--- src/hw/rtl/i2a_pkg.sv ---
// Shared types and constants for the integer to ASCII formatter.
package i2a_pkg;

  localparam logic [1:0] OP_SDEC = 2'd0;
  localparam logic [1:0] OP_UDEC = 2'd1;
  localparam logic [1:0] OP_LHEX = 2'd2;
  localparam logic [1:0] OP_UHEX = 2'd3;

  localparam logic [6:0] CH_SPACE   = 7'h20;
  localparam logic [6:0] CH_PLUS    = 7'h2B;
  localparam logic [6:0] CH_MINUS   = 7'h2D;
  localparam logic [6:0] CH_ZERO    = 7'h30;
  localparam logic [6:0] CH_UX      = 7'h58;
  localparam logic [6:0] CH_LX      = 7'h78;
  localparam logic [6:0] CH_UA_BASE = 7'h37;
  localparam logic [6:0] CH_LA_BASE = 7'h57;

  typedef struct packed {
    logic [1:0]  op;
    logic [63:0] value;
    logic        left_align;
    logic        plus_sign;
    logic        space_sign;
    logic        hex_prefix;
    logic        zero_pad;
    logic [5:0]  field_width;
  } i2a_in_t;

  typedef struct packed {
    logic [6:0] character;
    logic       last;
  } i2a_out_t;

  typedef struct packed {
    logic load;
    logic conv;
    logic norm;
    logic emit;
  } i2a_cmd_t;

  typedef struct packed {
    logic conv_done;
    logic norm_done;
    logic out_free;
    logic last_char;
  } i2a_sts_t;

endpackage

--- src/hw/rtl/i2a_ctrl.sv ---
// Controller state machine that sequences load, conversion, normalization and emission.
module i2a_ctrl (
  input  logic               clk,
  input  logic               rst_n,
  input  logic               in_valid,
  output logic               in_ready,
  input  i2a_pkg::i2a_sts_t  sts,
  output i2a_pkg::i2a_cmd_t  cmd
);
  import i2a_pkg::*;

  localparam logic [1:0] ST_IDLE = 2'd0;
  localparam logic [1:0] ST_CONV = 2'd1;
  localparam logic [1:0] ST_NORM = 2'd2;
  localparam logic [1:0] ST_EMIT = 2'd3;

  logic [1:0] state_r;
  logic [1:0] state_nxt;

  assign in_ready = (state_r == ST_IDLE);

  always_comb begin
    cmd.load = in_ready && in_valid;
    cmd.conv = (state_r == ST_CONV) && !sts.conv_done;
    cmd.norm = (state_r == ST_NORM) && !sts.norm_done;
    cmd.emit = (state_r == ST_EMIT) && sts.out_free;
  end

  always_comb begin
    state_nxt = state_r;
    case (state_r)
      ST_IDLE: begin
        if (in_valid) state_nxt = ST_CONV;
      end
      ST_CONV: begin
        if (sts.conv_done) state_nxt = ST_NORM;
      end
      ST_NORM: begin
        if (sts.norm_done) state_nxt = ST_EMIT;
      end
      ST_EMIT: begin
        if (sts.out_free && sts.last_char) state_nxt = ST_IDLE;
      end
      default: begin
        state_nxt = ST_IDLE;
      end
    endcase
  end

  always_ff @(posedge clk) begin
    if (!rst_n) begin
      state_r <= ST_IDLE;
    end else begin
      state_r <= state_nxt;
    end
  end

  // The final character of a transaction always returns the controller to idle.
  a_last_to_idle: assert property (@(posedge clk) disable iff (!rst_n)
    cmd.emit && sts.last_char |=> state_r == ST_IDLE)
    else $error("controller did not return to idle after the last character");

endmodule

--- src/hw/rtl/i2a_datapath.sv ---
// Datapath with the binary to BCD converter, digit register and output register.
module i2a_datapath #(
  parameter int VALUE_BITS = 64,
  parameter int MAX_WIDTH  = 63
) (
  input  logic               clk,
  input  logic               rst_n,
  input  i2a_pkg::i2a_in_t   in_data,
  input  i2a_pkg::i2a_cmd_t  cmd,
  input  logic               out_ready,
  output i2a_pkg::i2a_sts_t  sts,
  output logic               out_valid,
  output i2a_pkg::i2a_out_t  out_data
);
  import i2a_pkg::*;

  localparam int NDIG  = (VALUE_BITS * 30103) / 100000 + 1;
  localparam int BCD_W = 4 * NDIG;
  localparam int ND_W  = $clog2(NDIG + 1);
  localparam int CNT_W = $clog2(VALUE_BITS + 1);

  logic [VALUE_BITS-1:0] mag_r, mag_nxt;
  logic [BCD_W-1:0]      bcd_r, bcd_nxt;
  logic [CNT_W-1:0]      cnt_r, cnt_nxt;
  logic [ND_W-1:0]       nd_r, nd_nxt;
  logic [1:0]            nl_r;
  logic [6:0]            lead0_r, lead1_r;
  logic                  upper_r, left_r, zero_r;
  logic [5:0]            width_r;
  logic [5:0]            idx_r;
  logic                  out_valid_r;
  i2a_out_t              out_r;

  logic [VALUE_BITS-1:0] v_in, mag_ld;
  logic                  in_hex, in_upper, in_neg;
  logic [BCD_W-1:0]      bcd_adj;
  logic [3:0]            top_dig;
  logic [5:0]            content, pad, pre, zp, b1, b2, b3, b4, total;
  logic                  in_digit;
  logic [6:0]            dig_char, ch;

  assign v_in     = in_data.value[VALUE_BITS-1:0];
  assign in_hex   = (in_data.op == OP_LHEX) || (in_data.op == OP_UHEX);
  assign in_upper = (in_data.op == OP_UHEX);
  assign in_neg   = (in_data.op == OP_SDEC) && v_in[VALUE_BITS-1];
  assign mag_ld   = in_neg ? (~v_in + VALUE_BITS'(1)) : v_in;
  assign top_dig  = bcd_r[BCD_W-1 -: 4];

  always_comb begin
    for (int k = 0; k < NDIG; k++) begin
      bcd_adj[4*k +: 4] = (bcd_r[4*k +: 4] >= 4'd5) ? bcd_r[4*k +: 4] + 4'd3
                                                      : bcd_r[4*k +: 4];
    end
  end

  assign content = 6'(nd_r) + {4'b0, nl_r};
  assign pad     = (width_r > content) ? (width_r - content) : 6'd0;
  assign total   = content + pad;
  assign pre     = (!left_r && !zero_r) ? pad : 6'd0;
  assign zp      = (!left_r && zero_r) ? pad : 6'd0;
  assign b1      = pre;
  assign b2      = b1 + {4'b0, nl_r};
  assign b3      = b2 + zp;
  assign b4      = b3 + 6'(nd_r);
  assign in_digit = (idx_r >= b3) && (idx_r < b4);

  assign dig_char = (top_dig < 4'd10) ? CH_ZERO + {3'b0, top_dig}
                  : (upper_r ? CH_UA_BASE : CH_LA_BASE) + {3'b0, top_dig};

  always_comb begin
    if (idx_r < b1) begin
      ch = CH_SPACE;
    end else if (idx_r < b2) begin
      ch = (idx_r == b1) ? lead0_r : lead1_r;
    end else if (idx_r < b3) begin
      ch = CH_ZERO;
    end else if (in_digit) begin
      ch = dig_char;
    end else begin
      ch = CH_SPACE;
    end
  end

  always_comb begin
    mag_nxt = mag_r;
    bcd_nxt = bcd_r;
    cnt_nxt = cnt_r;
    nd_nxt  = nd_r;
    if (cmd.load) begin
      mag_nxt = mag_ld;
      cnt_nxt = in_hex ? '0 : CNT_W'(VALUE_BITS);
      bcd_nxt = in_hex ? {{(BCD_W-VALUE_BITS){1'b0}}, mag_ld} : '0;
      nd_nxt  = ND_W'(NDIG);
    end else if (cmd.conv) begin
      mag_nxt = {mag_r[VALUE_BITS-2:0], 1'b0};
      bcd_nxt = {bcd_adj[BCD_W-2:0], mag_r[VALUE_BITS-1]};
      cnt_nxt = cnt_r - CNT_W'(1);
    end else if (cmd.norm) begin
      bcd_nxt = {bcd_r[BCD_W-5:0], 4'h0};
      nd_nxt  = nd_r - ND_W'(1);
    end else if (cmd.emit && in_digit) begin
      bcd_nxt = {bcd_r[BCD_W-5:0], 4'h0};
    end
  end

  always_ff @(posedge clk) begin
    mag_r <= mag_nxt;
    bcd_r <= bcd_nxt;
    cnt_r <= cnt_nxt;
    nd_r  <= nd_nxt;
    if (cmd.load) begin
      upper_r <= in_upper;
      left_r  <= in_data.left_align;
      zero_r  <= in_data.zero_pad;
      width_r <= (in_data.field_width > 6'(MAX_WIDTH)) ? 6'(MAX_WIDTH)
                                                      : in_data.field_width;
      lead1_r <= in_upper ? CH_UX : CH_LX;
      if (in_hex) begin
        lead0_r <= CH_ZERO;
        nl_r    <= in_data.hex_prefix ? 2'd2 : 2'd0;
      end else begin
        lead0_r <= in_neg ? CH_MINUS : (in_data.plus_sign ? CH_PLUS : CH_SPACE);
        nl_r    <= (in_neg || in_data.plus_sign || in_data.space_sign) ? 2'd1 : 2'd0;
      end
      idx_r <= 6'd0;
    end else if (cmd.emit) begin
      idx_r <= idx_r + 6'd1;
    end
    if (cmd.emit) begin
      out_r.character <= ch;
      out_r.last      <= (idx_r == total - 6'd1);
    end
  end

  always_ff @(posedge clk) begin
    if (!rst_n) begin
      out_valid_r <= 1'b0;
    end else if (cmd.emit) begin
      out_valid_r <= 1'b1;
    end else if (out_ready) begin
      out_valid_r <= 1'b0;
    end
  end

  always_comb begin
    sts.conv_done = (cnt_r == '0);
    sts.norm_done = (nd_r == ND_W'(1)) || (top_dig != 4'h0);
    sts.out_free  = !out_valid_r || out_ready;
    sts.last_char = (idx_r == total - 6'd1);
  end

  assign out_valid = out_valid_r;
  assign out_data  = out_r;

  a_conv_count: assert property (@(posedge clk) disable iff (!rst_n)
    cmd.conv |-> cnt_r != '0)
    else $error("conversion step issued with no bits left");

  a_norm_zero: assert property (@(posedge clk) disable iff (!rst_n)
    cmd.norm |-> (top_dig == 4'h0) && (nd_r > ND_W'(1)))
    else $error("normalization dropped a significant digit");

  a_emit_bound: assert property (@(posedge clk) disable iff (!rst_n)
    cmd.emit |-> idx_r < total)
    else $error("character emitted beyond the field length");

endmodule

--- src/hw/rtl/integer_to_ascii_formatter.sv ---
// Top level of the printf-style integer to ASCII formatter.
// The first character follows a bit-serial binary to BCD conversion for decimal (hex loads
// its digits directly), then normalization, which drops the leading zero digits (at most 19).
// Throughput: one character per cycle while the output is not stalled; a transaction yields
// max(width, content) characters, and the next one is accepted only after the last is issued.
// Reset (synchronous, active low) clears the state machine and output valid.
module integer_to_ascii_formatter #(
  parameter int VALUE_BITS = 64,
  parameter int MAX_WIDTH  = 63
) (
  input  logic              clk,
  input  logic              rst_n,
  input  logic              in_valid,
  output logic              in_ready,
  input  i2a_pkg::i2a_in_t  in_data,
  output logic              out_valid,
  input  logic              out_ready,
  output i2a_pkg::i2a_out_t out_data
);
  import i2a_pkg::*;

  i2a_cmd_t cmd;
  i2a_sts_t sts;

  i2a_ctrl u_ctrl (
    .clk      (clk),
    .rst_n    (rst_n),
    .in_valid (in_valid),
    .in_ready (in_ready),
    .sts      (sts),
    .cmd      (cmd)
  );

  i2a_datapath #(
    .VALUE_BITS (VALUE_BITS),
    .MAX_WIDTH  (MAX_WIDTH)
  ) u_datapath (
    .clk       (clk),
    .rst_n     (rst_n),
    .in_data   (in_data),
    .cmd       (cmd),
    .out_ready (out_ready),
    .sts       (sts),
    .out_valid (out_valid),
    .out_data  (out_data)
  );

endmodule

--- config.mk ---
export PLATFORM = sky130hd
export DESIGN_NAME = integer_to_ascii_formatter
export DESIGN_NICKNAME = d
export VERILOG_FILES = /design/src/hw/rtl/i2a_pkg.sv /design/src/hw/rtl/i2a_ctrl.sv /design/src/hw/rtl/i2a_datapath.sv /design/src/hw/rtl/integer_to_ascii_formatter.sv
export SDC_FILE = /design/constraint.sdc
export NUM_CORES = 1
export LEC_CHECK = 0
export ABC_AREA = 1
export BUFFER_PORTS_ARGS = -buffer_cell sky130_fd_sc_hd__buf_4
export CORE_ASPECT_RATIO = 0.9
export CORE_MARGIN = 2
export CORE_UTILIZATION = 30
export CTS_CLUSTER_DIAMETER = 100
export DETAILED_ROUTE_END_ITERATION = 8
export GPL_ROUTABILITY_DRIVEN = 0
export PLACE_DENSITY = 0.52
export RECOVER_POWER = 50
export SYNTH_ARGS = -nofsm -noshare
export SYNTH_HDL_FRONTEND = slang
export SYNTH_SLANG_ARGS = --single-unit
--- constraint.sdc ---
create_clock -name clk -period 10.1 [get_ports clk]
set_input_delay 1.01 -clock clk [delete_from_list [all_inputs] [get_ports clk]]
set_output_delay 1.01 -clock clk [all_outputs]
set_load 0.1 [all_outputs]
After elaboration in Yosys (flattened, before gate mapping). Cells that the tools add are included. W data, S select, Z words.

Input bits: 81. Logic and storage cells: 175. Flip-flop bits (word level): 198.

Multiplexer cells: 53. Add/subtract/negate cells: 33. Bitwise gates (word level): 2. Eq/ne operators: 12. Reductions and logical operators: 30. $lt $le $gt $ge: 28.

Operators with widths (count): $mux W80 (4); $mux W64 (4); $ge A4 B3 Y1 const B (20); $mux W4 (20); $add A4 B2 Y4 const B (19); $add A64 B1 Y64 const B (1); $not A64 Y64 (1); $mux W7 (9); $lt A6 B6 Y1 (4); $mux W6 (4); $add A6 B6 Y6 (2); $eq A6 B6 Y1 (2); $mux W2 (6); $logic_and A1 B1 Y1 (10); $eq A2 B2 Y1 const B (4); $pmux W2 S4 (1); $reduce_bool A4 Y1 (2); $add A6 B4 Y7 const A (1); $add A7 B4 Y7 (1); $logic_not A7 Y1 (1); $sub A7 B1 Y7 const B (1); $add A5 B2 Y6 (1); $add A6 B1 Y6 const B (1); $add A6 B2 Y6 (1); other kinds (24) (38).

Depth between registers and ports, before layout.
Word-level depth: 14. Mapped depth: 37. Mapped depth without buffers: 37.

Hierarchy. Synthesis repeated with hierarchy kept, for this count alone.

Cell total of the unflattened synthesis: 1882. Area total of the unflattened synthesis: 14460.1 sq um.

Modules (own cells, without submodules): i2a_datapath (times used 1, cells each 1846, area an instance 14226.1 sq um); i2a_ctrl (times used 1, cells each 36, area an instance 234.0 sq um).

Worst setup path before layout. No wires, ideal clock.

Path kind: reg2reg. Start: register u_datapath.nd_r[0]. End: register u_datapath.bcd_r[0], enable pin. Setup time: 0.539 ns. Setup slack: -0.076 ns. Cell stages (with the launch flop): 32. Clock period less this slack: 10.176 ns. Arrival time: 9.637 ns. Cells stage by stage: dfxtp_1 ha_1 inv_1 fa_1 nor3_1 xor2_1 ha_1 nand2_2 nor2_4 nand2_2 nand3_4 nand2_2 or2_2 nor2_1 ha_1 inv_1 fa_1 inv_1 fa_1 xor2_1 ha_1 nand3_1 nand3_1 nand2_1 nand2_1 a21oi_1 xnor3_1 ha_1 a21oi_1 o221a_2 nand2_1 o211ai_1.

Word-level cells in the longest chain between the ends: 11.

Ends and longest elaborated chain: start, declared (line i2a_datapath.sv:25) `logic [ND_W-1:0] nd_r, nd_nxt;`; start signal, assigned (line i2a_datapath.sv:110) `nd_r <= nd_nxt;`; $add A5 B2 Y6 (line i2a_datapath.sv:56) `assign content = 6'(nd_r) + {4'b0, nl_r};`; $sub A6 B6 Y6 or $gt A6 B6 Y1 (tied branches) (line i2a_datapath.sv:57) `assign pad = (width_r > content) ? (width_r - content) : 6'd0;`; $mux W6 (line i2a_datapath.sv:57); $mux W6 (line i2a_datapath.sv:59) `assign pre = (!left_r && !zero_r) ? pad : 6'd0;`; $add A6 B2 Y6 (line i2a_datapath.sv:62) `assign b2 = b1 + {4'b0, nl_r};`; $add A6 B6 Y6 (line i2a_datapath.sv:63) `assign b3 = b2 + zp;`; $add A6 B5 Y6 (line i2a_datapath.sv:64) `assign b4 = b3 + 6'(nd_r);`; $lt A6 B6 Y1 (line i2a_datapath.sv:65) `assign in_digit = (idx_r >= b3) && (idx_r < b4);`; $logic_and A1 B1 Y1 (line i2a_datapath.sv:65); $logic_and A1 B1 Y1 (line i2a_datapath.sv:101) `end else if (cmd.emit && in_digit) begin`; $reduce_bool A4 Y1 (no source line) *; end signal, assigned (line i2a_datapath.sv:108) `bcd_r <= bcd_nxt;`; end, declared (line i2a_datapath.sv:23) `logic [BCD_W-1:0] bcd_r, bcd_nxt;`.

Every way passes the cells marked *; elsewhere a longest branch is shown, timed or not. A chain may end at the register's enable or synchronous reset.

Worst setup path in the final report.
Start: register u_datapath.nd_r[1]. End: register u_datapath.bcd_r[27], enable pin.

Same word-level chain as after synthesis.

==> flow_summary_export.csv <==
group,metric,value,unit
status,status,"finished with violations",
status,violations,"max-capacitance violations, max-slew violations",
die,die_width,235,microns
place,place_area,15700,sq um
cts,cts.clk_slew.worst_paths,0.08,ns
setup_path,rr_endpoint,"u_datapath.bcd_r[27]$_DFFE_PP_",
route,firstDrtPassIters,5,
route,vias,12700,
synthesis,synth_edf_count,175,
die,start_util,30.3,%
sta,final.min_clock_period,7.93,ns
cts,post_cts_buffers,0,
final_layout,area_delta_synth_final,12.2,%
synthesis,synthArstFlopShare,0,%
setup_path,crit_path_max_fanout,42,
sta,slew_viol_final,339,
cts,clk_latency,0.47,ns
sta,grt_setup_unrepaired,"no",
setup_path,cp-endpoint,"u_datapath.bcd_r[27]$_DFFE_PP_",
sta,tightestPinTransition,3.70,ns
cts,cts_sinks,189,
synthesis,syn-cell-area,14400,sq um
sta,clock.fmax,126,MHz
cts,h-tree-depth,4,
global_route,grt_overflow,0,
cts,cts_resized,0,
sta,finalHoldViolCount,0,
final_layout,diodes,0,
synthesis,ys_seq_area_share,38.4,%
synthesis,yosysWarningCount,0,
setup_path,crit_type,"reg2reg",
synthesis,synth_fp_nets,2037,
setup_path,crit_required,10.21,ns
setup_path,crit_path_start,"u_datapath.nd_r[1]$_SDFFE_PP0P_",
setup_path,critPathLaunchType,"register",
route,final_antenna_net_count,0,
run,maxCapViolCount,7,
sta,fin_crit_sh,78.6,%
route,routed_wl,42400,microns
setup_path,crit_path_end_kind,"register",
hold_path,hp-class,"reg2reg",
die,dieArea,49800,sq um
cts,cts_root_buffer,"clkbuf_16",
synthesis,synth.avg_cell_area,7.79,sq um
setup_path,crit_path_top_delay_cell,"buf_4",
synthesis,synth.distinct_cells,57,
cts,cts-buffers-inserted,17,
sta,maxSlewHeadroom,-146,%
route,drt-vias-per-instance,4.99,
route,dr.first_iter.drc_count,981,
power_and_ir_drop,ir_drop,0.143,mV
synthesis,synth_seq_cells,189,
global_route,grt_antenna_before_repair,0,
final_layout,fin_area,16200,sq um
sta,setup_violations,0,
cts,cts_hold_buf,0,
power_and_ir_drop,p_leak,6.97,nW
setup_path,cp.arrival,8.04,ns
final_layout,filler_cell_count,4995,
global_route,grt_max_degree,71,
final_layout,layout-drive-gt1-share,8.95,%
setup_path,rr_startpoint,"u_datapath.nd_r[1]$_SDFFE_PP0P_",
cts,cts_tree,"yes",
global_route,grt_util_all_layers,17.2,%
sta,finClkSkew,0.0131,ns
synthesis,synth_ff_type,"edfxtp_1",
global_route,grt_pass1_vias,12300,
final_layout,fin_nets,2096,
setup_path,max_stage_delay,0.57,ns
global_route,grt_pass1_wl,67200,microns
cts,clockBufferDepth,2,
power_and_ir_drop,p_per_area,307,nW/um^2
die,num_rows,76,
route,route.detailed.wl_per_inst,16.6,microns
sta,setup_tns,0,ns
setup_path,worst-r2r-setup-slack,2.17,ns
place,place.port_buffers,90,
place,dpl.hpwl,31100,microns
route,drcViolationCount,0,
die,core,47600,sq um
die,io_pins,91,
synthesis,syn-instance-count,1850,
die,die_height,212,microns
setup_path,reg2regPathDepth,31,
cells in the final DEF (no fill, tap or decap), types with 38 or more instances in the layout:
cell	synthesis	layout
nand2_1	375	377
inv_1	284	285
edfxtp_1	175	175
nor2_1	172	172
o21ai_0	138	144
nand3_1	110	110
a21oi_1	99	100
ha_1	100	100
buf_4	0	74
xor2_1	44	44
o211ai_1	38	38
logic make-up (layout without fill, tap and decap cells):
kind of cell / count (synthesis) / after routing / share of synthesized area [%]
AOI/OAI and AO/OA: 372 / 372 / 15.3
xor gates and xnor gates: 58 / 58 / 3.72
adders and majority gates: 106 / 106 / 9.51
buffers and inverters: 349 / 421 / 9.31
DFF: 189 / 189 / 38.4
and+or+nand+nor: 776 / 776 / 23.8
critical path, delay by kind of cell, from the launching register on:
family                     cells  cell delay (ns)
adders and majority gates      7             2.59
buffers and inverters          6             1.52
and+or+nand+nor                9             1.24
AOI/OAI and AO/OA              6             1.07
xor gates and xnor gates       3             0.70
DFF                            1             0.41
per-layer routing:
layer  wire [microns]  GRT usage (%)  up-vias
met1            20000           23.4     5949
met5                0              0        -
met4              821           4.91        0
met3             2040           2.76       49
li1                 -              -     6365
met2            19500           28.2      340
worst min path at each step:
stage / from / endpoint / slack [ns] / depth (start not counted)
4_1_cts: u_datapath.nd_r[0]$_SDFFE_PP0P_ / u_datapath.nd_r[0]$_SDFFE_PP0P_ / 0.52 / 2
3_3_place_gp: u_datapath.mag_r[24]$_DFFE_PP_ / u_datapath.mag_r[25]$_DFFE_PP_ / 0.50 / 2
5_1_grt: u_datapath.nd_r[0]$_SDFFE_PP0P_ / u_datapath.nd_r[0]$_SDFFE_PP0P_ / 0.54 / 2
3_5_place_dp: u_datapath.mag_r[38]$_DFFE_PP_ / u_datapath.mag_r[39]$_DFFE_PP_ / 0.51 / 2
2_1_floorplan: u_datapath.nd_r[0]$_SDFFE_PP0P_ / u_datapath.nd_r[0]$_SDFFE_PP0P_ / 0.48 / 2
6_report: u_datapath.nd_r[0]$_SDFFE_PP0P_ / u_datapath.nd_r[0]$_SDFFE_PP0P_ / 0.52 / 2
flip-flops by register name (all words and copies together) (netlist names):
name / count
u_datapath.bcd_r: 80
u_datapath.mag_r: 64
u_datapath.out_data: 8
u_datapath.cnt_r: 7
u_datapath.idx_r: 6
u_datapath.width_r: 6
u_datapath.nd_r: 5
u_datapath.lead0_r: 4
u_ctrl.state_r: 2
u_datapath.nl_r: 2
u_datapath.lead1_r: 1
u_datapath.left_r: 1
u_datapath.out_valid: 1
u_datapath.upper_r: 1
u_datapath.zero_r: 1
cell usage after synthesis, types with 16 or more instances:
cell type,count,area (sq um)
nand2_1,375,1410
inv_1,284,1070
edfxtp_1,175,5260
nor2_1,172,646
o21ai_0,138,691
nand3_1,110,551
ha_1,100,1250
a21oi_1,99,495
xor2_1,44,385
o211ai_1,38,285
clkbuf_1,37,139
o221ai_1,30,263
o22ai_1,29,181
nor3_1,27,135
nand4_1,25,156
nand2_2,16,100
cell type report:
type / instances / area, sq um / share of cell area (%)
clock buffer: 17 / 425 / 2.63
clock inverter: 15 / 131 / 0.812
inverter: 290 / 1090 / 6.75
multi-input combinational: 1312 / 7520 / 46.5
sequential: 189 / 5540 / 34.2
tap: 624 / 781 / 4.83
timing repair buffer: 99 / 683 / 4.22
report_power, final:
part	internal [mW]	total [mW]	switching [mW]
logic	0.910	2.64	1.73
registers	1.44	1.65	0.207
clock network	0.323	0.673	0.350
total	2.68	4.97	2.29
per-stage QoR:
stage	setup WS [ns]	utilization, %	power (mW)	hold slack [ns]	instances
after detailed placement	2.19	33.0	4.30	0.507	2514
after CTS	2.13	34.1	5.00	0.523	2546
after global placement	2.35	33.0	4.25	0.500	2514
after global routing	1.45	33.9	5.45	0.544	2546
after floorplan	0.0562	-	3.63	0.478	1850
final	2.17	33.9	4.97	0.520	2546
Power figures use the tool's default switching activity.
